**config.mk**
```make
export PLATFORM = sky130hd
export DESIGN_NAME = entropy_rct_apt_health_monitor
export DESIGN_NICKNAME = d
export VERILOG_FILES = /design/src/sv/erahm_pkg.sv /design/src/sv/entropy_rct_apt_health_monitor.sv /design/src/sv/erahm_rct.sv /design/src/sv/erahm_apt.sv
export SDC_FILE = /design/constraint.sdc
export NUM_CORES = 1
export LEC_CHECK = 0
export BUFFER_PORTS_ARGS = -buffer_cell sky130_fd_sc_hd__buf_4
export CORE_ASPECT_RATIO = 0.6
export CORE_MARGIN = 1.5
export CORE_UTILIZATION = 49
export CTS_CLUSTER_DIAMETER = 200
export CTS_CLUSTER_SIZE = 30
export DETAILED_ROUTE_END_ITERATION = 8
export HOLD_SLACK_MARGIN = 0.1
export PLACE_DENSITY = 0.69
export SYNTH_ARGS = -nofsm -noshare
export SYNTH_HDL_FRONTEND = slang
export SYNTH_SLANG_ARGS = --single-unit
```
**constraint.sdc**
```tcl
create_clock -name clk -period 8.4 [get_ports clk]
set_input_delay 0.42 -clock clk [delete_from_list [all_inputs] [get_ports clk]]
set_output_delay 0.42 -clock clk [all_outputs]
set_load 0.02 [all_outputs]
```
**src/sv/erahm_pkg.sv**
```systemverilog
package erahm_pkg;

  localparam int unsigned SAMPLE_W    = 8;
  localparam int unsigned CNT8_W      = 8;
  localparam int unsigned CNT11_W     = 11;
  localparam int unsigned STATUS_W    = 2;
  localparam int unsigned CFG_INDEX_W = 2;
  localparam int unsigned CFG_DATA_W  = 11;

  localparam logic [CNT8_W-1:0]  CNT8_MAX  = '1;
  localparam logic [CNT11_W-1:0] CNT11_MAX = '1;

  localparam logic [CNT8_W-1:0]  REPEAT_LIMIT_RST      = 8'd5;
  localparam logic [CNT11_W-1:0] WINDOW_LENGTH_RST     = 11'd64;
  localparam logic [CNT11_W-1:0] MATCH_CUTOFF_RST      = 11'd5;
  localparam logic [CNT8_W-1:0]  FAILURE_THRESHOLD_RST = 8'd0;

  typedef enum logic [CFG_INDEX_W-1:0] {
    CFG_REPEAT_LIMIT      = 2'd0,
    CFG_WINDOW_LENGTH     = 2'd1,
    CFG_MATCH_CUTOFF      = 2'd2,
    CFG_FAILURE_THRESHOLD = 2'd3
  } cfg_index_t;

  typedef enum logic [STATUS_W-1:0] {
    STATUS_HEALTHY = 2'd0,
    STATUS_REPEAT  = 2'd1,
    STATUS_WINDOW  = 2'd2
  } status_t;

  typedef enum logic {
    FUNC_TEST    = 1'b0,
    FUNC_RESTART = 1'b1
  } func_t;

  typedef struct packed {
    logic                fire;
    logic                restart;
    logic [SAMPLE_W-1:0] sample;
  } step_t;

  typedef struct packed {
    logic              error;
    logic [CNT8_W-1:0] peak;
  } test_result_t;

  function automatic logic [CNT8_W-1:0] sat_inc8(input logic [CNT8_W-1:0] v);
    return (v == CNT8_MAX) ? v : v + 1'b1;
  endfunction

  function automatic logic [CNT11_W-1:0] sat_inc11(input logic [CNT11_W-1:0] v);
    return (v == CNT11_MAX) ? v : v + 1'b1;
  endfunction

endpackage

```
**src/sv/entropy_rct_apt_health_monitor.sv**
```systemverilog
// Repetition count and adaptive proportion health tests on a byte stream.
// Input channel (in_valid/in_ready) carries func and sample: func low tests
// one sample byte, func high restarts the per-block failure counters.
// Every input transaction produces exactly one output transaction
// (out_valid/out_ready) holding the status, the sticky error flag and the
// peak failure counts per block, all taken after that item's update.
// From input transaction to result there is one input register, then the
// test update and the result register. The tests are compares and
// saturating counters, so a new item is taken every cycle (throughput one
// item per clock) while the receiver keeps taking results.
// When the receiver stalls, the result register holds its transaction, the
// input register fills and in_ready drops until the result is taken.
// Configuration writes (cfg_valid/cfg_ready, cfg_index, cfg_data) are always
// taken and must only be made while the block is idle.
// A synchronous reset empties both registers, clears all test state and the
// sticky errors, and loads the default configuration.
module entropy_rct_apt_health_monitor import erahm_pkg::*; (
  input  logic                   clk,
  input  logic                   rst,
  input  logic                   in_valid,
  output logic                   in_ready,
  input  logic                   func,
  input  logic [SAMPLE_W-1:0]    sample,
  output logic                   out_valid,
  input  logic                   out_ready,
  output logic [STATUS_W-1:0]    health_status,
  output logic                   error_flag,
  output logic [CNT8_W-1:0]      peak_repeat_failures,
  output logic [CNT8_W-1:0]      peak_window_failures,
  input  logic                   cfg_valid,
  output logic                   cfg_ready,
  input  logic [CFG_INDEX_W-1:0] cfg_index,
  input  logic [CFG_DATA_W-1:0]  cfg_data
);

  logic [CNT8_W-1:0]  repeat_limit;
  logic [CNT11_W-1:0] window_length;
  logic [CNT11_W-1:0] match_cutoff;
  logic [CNT8_W-1:0]  failure_threshold;

  logic                s1_valid;
  logic                s1_func;
  logic [SAMPLE_W-1:0] s1_sample;

  logic         advance;
  step_t        step;
  test_result_t rct_result;
  test_result_t apt_result;
  status_t      status_next;

  assign cfg_ready = 1'b1;

  always_ff @(posedge clk) begin
    if (rst) begin
      repeat_limit      <= REPEAT_LIMIT_RST;
      window_length     <= WINDOW_LENGTH_RST;
      match_cutoff      <= MATCH_CUTOFF_RST;
      failure_threshold <= FAILURE_THRESHOLD_RST;
    end else if (cfg_valid && cfg_ready) begin
      case (cfg_index_t'(cfg_index))
        CFG_REPEAT_LIMIT:      repeat_limit      <= cfg_data[CNT8_W-1:0];
        CFG_WINDOW_LENGTH:     window_length     <= cfg_data[CNT11_W-1:0];
        CFG_MATCH_CUTOFF:      match_cutoff      <= cfg_data[CNT11_W-1:0];
        CFG_FAILURE_THRESHOLD: failure_threshold <= cfg_data[CNT8_W-1:0];
        default: ;
      endcase
    end
  end

  assign advance  = !out_valid || out_ready;
  assign in_ready = !s1_valid || advance;

  always_ff @(posedge clk) begin
    if (rst) begin
      s1_valid <= 1'b0;
    end else if (in_ready) begin
      s1_valid <= in_valid;
    end
  end

  always_ff @(posedge clk) begin
    if (in_valid && in_ready) begin
      s1_func   <= func;
      s1_sample <= sample;
    end
  end

  assign step.fire    = s1_valid && advance;
  assign step.restart = (func_t'(s1_func) == FUNC_RESTART);
  assign step.sample  = s1_sample;

  erahm_rct u_rct (
    .clk               (clk),
    .rst               (rst),
    .step              (step),
    .repeat_limit      (repeat_limit),
    .failure_threshold (failure_threshold),
    .result_next       (rct_result)
  );

  erahm_apt u_apt (
    .clk               (clk),
    .rst               (rst),
    .step              (step),
    .window_length     (window_length),
    .match_cutoff      (match_cutoff),
    .failure_threshold (failure_threshold),
    .result_next       (apt_result)
  );

  always_comb begin
    if (rct_result.error) begin
      status_next = STATUS_REPEAT;
    end else if (apt_result.error) begin
      status_next = STATUS_WINDOW;
    end else begin
      status_next = STATUS_HEALTHY;
    end
  end

  always_ff @(posedge clk) begin
    if (rst) begin
      out_valid <= 1'b0;
    end else if (advance) begin
      out_valid <= s1_valid;
    end
  end

  always_ff @(posedge clk) begin
    if (step.fire) begin
      health_status        <= status_next;
      error_flag           <= rct_result.error || apt_result.error;
      peak_repeat_failures <= rct_result.peak;
      peak_window_failures <= apt_result.peak;
    end
  end

endmodule

```
**src/sv/erahm_rct.sv**
```systemverilog
module erahm_rct import erahm_pkg::*; (
  input  logic               clk,
  input  logic               rst,
  input  step_t              step,
  input  logic [CNT8_W-1:0]  repeat_limit,
  input  logic [CNT8_W-1:0]  failure_threshold,
  output test_result_t       result_next
);

  logic                started, started_next;
  logic [SAMPLE_W-1:0] prev_sample, prev_sample_next;
  logic [CNT8_W-1:0]   run_length, run_length_next;
  logic [CNT8_W-1:0]   failures, failures_next;
  logic                error, error_next;
  logic [CNT8_W-1:0]   peak, peak_next;

  logic [CNT8_W-1:0] run_inc;
  logic [CNT8_W-1:0] fail_inc;

  assign run_inc  = sat_inc8(run_length);
  assign fail_inc = sat_inc8(failures);

  always_comb begin
    started_next     = started;
    prev_sample_next = prev_sample;
    run_length_next  = run_length;
    failures_next    = failures;
    error_next       = error;
    peak_next        = peak;
    if (step.fire) begin
      if (step.restart) begin
        started_next    = 1'b0;
        run_length_next = 8'd1;
        failures_next   = '0;
      end else if (!started) begin
        started_next     = 1'b1;
        prev_sample_next = step.sample;
      end else if (prev_sample != step.sample) begin
        prev_sample_next = step.sample;
        run_length_next  = 8'd1;
      end else if (run_inc >= repeat_limit) begin
        run_length_next = 8'd1;
        failures_next   = fail_inc;
        if (fail_inc > failure_threshold) begin
          error_next = 1'b1;
        end
        if (fail_inc > peak) begin
          peak_next = fail_inc;
        end
      end else begin
        run_length_next = run_inc;
      end
    end
  end

  always_ff @(posedge clk) begin
    if (rst) begin
      started     <= 1'b0;
      prev_sample <= '0;
      run_length  <= 8'd1;
      failures    <= '0;
      error       <= 1'b0;
      peak        <= '0;
    end else begin
      started     <= started_next;
      prev_sample <= prev_sample_next;
      run_length  <= run_length_next;
      failures    <= failures_next;
      error       <= error_next;
      peak        <= peak_next;
    end
  end

  assign result_next.error = error_next;
  assign result_next.peak  = peak_next;

endmodule

```
**src/sv/erahm_apt.sv**
```systemverilog
module erahm_apt import erahm_pkg::*; (
  input  logic               clk,
  input  logic               rst,
  input  step_t              step,
  input  logic [CNT11_W-1:0] window_length,
  input  logic [CNT11_W-1:0] match_cutoff,
  input  logic [CNT8_W-1:0]  failure_threshold,
  output test_result_t       result_next
);

  logic                started, started_next;
  logic [SAMPLE_W-1:0] ref_sample, ref_sample_next;
  logic [CNT11_W-1:0]  match_count, match_count_next;
  logic [CNT11_W-1:0]  window_count, window_count_next;
  logic [CNT8_W-1:0]   failures, failures_next;
  logic                error, error_next;
  logic [CNT8_W-1:0]   peak, peak_next;

  logic [CNT11_W-1:0] window_inc;
  logic [CNT8_W-1:0]  fail_inc;

  assign window_inc = sat_inc11(window_count);
  assign fail_inc   = sat_inc8(failures);

  always_comb begin
    started_next      = started;
    ref_sample_next   = ref_sample;
    match_count_next  = match_count;
    window_count_next = window_count;
    failures_next     = failures;
    error_next        = error;
    peak_next         = peak;
    if (step.fire) begin
      if (step.restart) begin
        started_next  = 1'b0;
        failures_next = '0;
      end else if (!started) begin
        started_next      = 1'b1;
        ref_sample_next   = step.sample;
        match_count_next  = '0;
        window_count_next = '0;
      end else begin
        window_count_next = window_inc;
        if (window_inc >= window_length) begin
          started_next = 1'b0;
          if (match_count > match_cutoff) begin
            failures_next = fail_inc;
            if (fail_inc > failure_threshold) begin
              error_next = 1'b1;
            end
            if (fail_inc > peak) begin
              peak_next = fail_inc;
            end
          end
        end else if (ref_sample == step.sample) begin
          match_count_next = sat_inc11(match_count);
        end
      end
    end
  end

  always_ff @(posedge clk) begin
    if (rst) begin
      started      <= 1'b0;
      ref_sample   <= '0;
      match_count  <= '0;
      window_count <= '0;
      failures     <= '0;
      error        <= 1'b0;
      peak         <= '0;
    end else begin
      started      <= started_next;
      ref_sample   <= ref_sample_next;
      match_count  <= match_count_next;
      window_count <= window_count_next;
      failures     <= failures_next;
      error        <= error_next;
      peak         <= peak_next;
    end
  end

  assign result_next.error = error_next;
  assign result_next.peak  = peak_next;

endmodule

```
After elaboration in Yosys (flattened, before gate mapping)
Cells that the tools add are included.
- register bits after elaboration: 150
- input port bits: 27
- output and inout bits: 22
- equal/unequal tests: 15
- magnitude comparators: 7
- muxes and demuxes: 52
- bitwise gates (word level): 2
- add/sub/neg operators: 5
- reduce and logical (&&, ||, !) cells: 24
- operator list (kind ; count):
    two-way mux 8 bit ; 29
    two-way mux 11 bit ; 6
    > comparator 8 bit ; 4
    adder 8 x 1 -> 8 bit (second input constant) ; 3
    equality test 8 bit (second input constant) ; 3
    adder 11 x 1 -> 11 bit (second input constant) ; 2
    equality test 11 bit (second input constant) ; 2
    two-way mux 1 bit ; 16
    AND reduction 2 bit ; 6
    greater-or-equal comparator 11 bit ; 1
    > comparator 11 bit ; 1
    != test 2 bit (second input constant) ; 5
    nonzero test 2 bit ; 5
    equality test 8 bit ; 1
    greater-or-equal comparator 8 bit ; 1
    != test 8 bit ; 1
    AND reduction 4 bit ; 2
    AND reduction 3 bit ; 2
    AND reduction 5 bit ; 1
    equality test 2 bit (second input constant) ; 2
    logical OR 1 bit ; 3
    equality test 2 x 1 -> 1 bit (second input constant) ; 1
    logical AND 1 bit ; 2
    logical NOT 1 bit ; 2
    other kinds (3) ; 4

Logic depth before layout (Yosys ltp)
- depth in word-level cells: 10
- mapped depth: 14
- depth with buffers taken out: 13

Modules after synthesis
Synthesis repeated with hierarchy kept, for this count alone.
- cells, all modules: 894
- area total of the unflattened synthesis: 8334.2 um^2
- by module, submodules not included (module ; cells each ; times used ; sequential area each (um^2) ; area each (um^2)):
    erahm_apt ; 423 ; 1 ; 960.9 ; 3365.7
    entropy_rct_apt_health_monitor ; 186 ; 1 ; 1641.6 ; 2489.9
    erahm_rct ; 285 ; 1 ; 680.7 ; 2478.6

Worst setup path before layout
OpenSTA, ideal clock, no wires.
- kind: flip-flop to flip-flop
- start point: register u_apt.window_count[3]
- end point: register u_apt.match_count[2]
- period minus slack after synthesis: 3316 ps
- data required time: 8341 ps
- stages on the path, launching flop included: 15
- setup time: 59 ps
- path slack: 5084 ps
- arrival: 3257 ps
- path buffers: 3
- cells stage by stage: dfxtp_1 > clkbuf_2 > nand4_1 > or4_1 > buf_2 > nand3_1 > xnor2_1 > ha_1 > a211oi_1 > o211ai_1 > a21o_1 > a211o_1 > buf_2 > or4_1 > nand2_1
- word-level cells in the longest chain between the ends: 5
- ends and longest elaborated chain (item ; line ; text):
    from (decl) ; erahm_apt.sv:14 ; logic [CNT11_W-1:0] window_count, window_count_next;
    from (signal assigned) ; erahm_apt.sv:75 ; window_count <= window_count_next;
    adder 11 x 1 -> 11 bit / equality test 11 bit (equally long branches) ; erahm_pkg.sv:52 ; return (v == CNT11_MAX) ? v : v + 1'b1;
    two-way mux 11 bit * ; erahm_pkg.sv:52 ;
    greater-or-equal comparator 11 bit * ; erahm_apt.sv:44 ; if (window_inc >= window_length) begin
    != test 2 bit (no line) * ; n/a ;
    AND reduction 5 bit (no line) * ; n/a ;
    to (signal assigned) ; erahm_apt.sv:74 ; match_count <= match_count_next;
    to (decl) ; erahm_apt.sv:13 ; logic [CNT11_W-1:0] match_count, match_count_next;
Every way passes the cells marked *; elsewhere a longest branch is shown, timed or not.
A chain may end at the register's enable or synchronous reset.

Worst setup path in the final report
- start point: register u_apt.window_count[4]
- end point: register u_apt.match_count[5]
The elaborated chain is that of the path after synthesis.

==> run metrics <==
Worst Hold Class input pin to register; post-cts resize count 0; R2R setup slack 4.56 ns; switching portion of total power 23.1%; syn nets 971; CP dominant cell by count or4_1; Tmin final 3.84 ns; Highest Clock Rate 260 MHz; die height 103 um; Slew Limit Fails 0; crit path cell chain nand4_1 -> or4_1 -> nand3_1 -> xnor2_1 -> ha_1 -> a211oi_1 -> o211ai_1 -> a21o_1 -> a211o_1 -> or4_1 -> a21oi_1; Worst slew margin 32.5%; sequential share of the synthesized area 40.2%; post-synthesis mux area share 6.36%; Vias 6,435; Req. time, crit path 8.76 ns; Final Hold Fails 0; complex-gate fraction of the synthesized area 16.4%; Critical Path Source Type register; CTS Sinks 150; final net count 1,009; Setup CP Type register to register; Internal Power 1.29 mW; number of synthesized flops with an enable pin 28; post-synthesis sequential element count 150; asr flop ratio synth 0%; synthesized area per cell 9.26 um^2; final core occ 57.2%; final setup violation count 0; # diodes 0; number of remaining DRC errors 0; global route overflow 0; Initial Util 50.2%; CP max-delay cell or4_1; port bufs 47; Hold Path Stages 1; synth top area cells dfxtp_1 30%, edfxtp_1 10%, ha_1 9.7%; post-route ant nets 0; max_cap viols 0; Avg WL per Cell 16.2 um; PnR Total Power 1.68 mW; Crit path arrival time 4.20 ns; worst-skew pair later-pin latency 0.43 ns; DIE WIDTH 170 um; worst reg2reg startpoint u_apt.window_count[4]$_SDFFE_PP0P_; most frequent cell after synthesis dfxtp_1; area grow syn2layout 14.0%; final wirelength 18.8 mm; skew final 0.0127 ns; Synth Warn # 0; root buffer cell clkbuf_16; clock power share 48.4%; synthesized area 8160 um^2; # H-tree levels 4; Worst-path clk slew 0.07 ns; slowest cell delay on critical path 0.74 ns; first-pass GRT wire length 30.3 mm; clock buffer depth 2; Crit. End Element register; largest net degree at the start of global routing 73; worst r2r dst u_apt.match_count[5]$_SDFFE_PP0P_; Lkg Pwr 3.77 nW; CTS tree done; Crit Path Max Fanout 17; GPL Wtd Cong 0.827; adder-cell share of the synthesized area 9.66%; xor/xnor share of the synthesized area 3.50%; Min-Delay Endpoint s1_sample[2]$_DFFE_PP_; Simple-Gate Fraction of Synth Area 19.1%; Sequential Power Share 45.4%; Via density 5.55; CTS buffer count 17; fraction of layout cells with a size suffix above 1 13.2%; initial antenna violation count 0; vias in the first global route 5,686; post-synthesis cell count 881; RSZ-0062 raised after global routing false; sequential cell area 3280 um^2; Worst Tran Pin Value 1.01 ns; # Post-CTS Setup Buffers 0; setup TNS 0 ns; cts hold-fix bufs 0; Die ar. 17,500 um^2; fillers 1,483; Synth area leader dfxtp_1; Pwr Density 180 nW/um^2; Gate power share 6.3%; hpwl dp 13.6 mm; Ports 49; min-delay src sample[2]; core footprint 16,300 um^2; run status finished clean; Yosys cell types 78; Total GRT Usage 22.7%; row cnt 36; Max VDD drop 0.136 mV; initial drt markers 409; Synth Flop Type dfxtp_1; NetSw 387 uW; Tcrit/Tclk final 45.7%; Synth top area share 29.9%; worst reg2reg path depth 11; top cells by count, synth 122 x dfxtp_1, 94 x nor2_1, 63 x ha_1, 62 x a21oi_1, 62 x inv_1; Multi-input gate area 4490 um^2; TritonRoute pass-1 iters 7; largest family of logic cells by synthesized area simple AND/OR/NAND/NOR gates
-- per-layer routing --
metal  share of wire, %  GRT usage, %  vias to the layer above
li1                   -             -                     3253
met1                 55          34.4                     3021
met2                 39          31.1                      137
met3                4.9          5.64                       24
met4                1.7          6.94                        0
met5                  0             0                        -
-- registers in the layout, summed over array words and instances (netlist names), 11 cells and up --
| name | count |
|---|---|
| match_cutoff | 11 |
| u_apt.match_count | 11 |
| u_apt.window_count | 11 |
| window_length | 11 |
-- power by group through the flow --
stage,logic (mW),clock network (mW),registers [mW]
3_5_place_dp,0.104,0,0.776
5_1_grt,0.116,0.849,0.762
4_1_cts,0.105,0.818,0.761
3_3_place_gp,0.103,0,0.776
2_1_floorplan,0.0635,0,0.778
6_report,0.105,0.810,0.761
-- metrics by stage --
| step | instance area (um^2) | worst slack, ns | instances | hold slack [ns] |
|---|---|---|---|---|
| final | 9300 | 4.56 | 1160 | 0.161 |
| after global routing | 9300 | 4.30 | 1160 | 0.145 |
| after CTS | 9300 | 4.59 | 1160 | 0.154 |
| after detailed placement | 8670 | 4.59 | 1128 | 0.449 |
| after global placement | 8670 | 4.69 | 1128 | 0.444 |
| after floorplan | 8160 | 5.08 | 881 | 0.435 |
-- worst max-delay path by stage --
stage | startpoint | slack, ns | endpoint
floorplan | u_apt.window_count[3]$_SDFFE_PP0P_ | 5.08 | u_apt.match_count[2]$_SDFFE_PP0P_
global placement | u_apt.window_count[0]$_SDFFE_PP0P_ | 4.69 | u_apt.match_count[5]$_SDFFE_PP0P_
detailed placement | u_apt.window_count[3]$_SDFFE_PP0P_ | 4.59 | u_apt.match_count[9]$_SDFFE_PP0P_
CTS | u_apt.window_count[3]$_SDFFE_PP0P_ | 4.59 | u_apt.match_count[5]$_SDFFE_PP0P_
global route | u_apt.window_count[0]$_SDFFE_PP0P_ | 4.30 | u_apt.match_count[5]$_SDFFE_PP0P_
finish | u_apt.window_count[4]$_SDFFE_PP0P_ | 4.56 | u_apt.match_count[5]$_SDFFE_PP0P_
-- worst max-delay path: cells and delay by family (launching register included) --
family / cells / cell delay (ns)
xor+xnor: 1 / 0.15
flops: 1 / 0.43
simple gates: 4 / 1.72
compound gates: 5 / 1.20
fa+ha+maj: 1 / 0.27
-- cell usage in the layout, fill, tap and decap left out, drive strengths merged, types with 28 or more instances in the layout --
cell | Yosys | routed
nor2 | 96 | 96
o21ai | 30 | 30
nand3 | 36 | 36
mux2i | 38 | 38
buf | 16 | 50
a21oi | 62 | 62
dfxtp | 122 | 122
ha | 63 | 63
nand2 | 61 | 61
inv | 63 | 64
edfxtp | 28 | 28
-- layout make-up --
| type | count | area share (%) |
|---|---|---|
| multi-input cells | 637 | 48.3 |
| flip-flops and latches | 150 | 35.3 |
| clock buffers | 21 | 5.18 |
| repair buffers | 50 | 4.04 |
| well taps | 228 | 3.07 |
| inverters | 63 | 2.54 |
| clock inverters | 11 | 1.56 |
-- kinds of logic after synthesis --
logic type,after synthesis
and+or+nand+nor,294
other,1
xor gates and xnor gates,31
DFF,150
adders and majority gates,63
muxes,50
buffers and inverters,94
AOI/OAI and AO/OA,198
(Power assumes the default switching activity.)
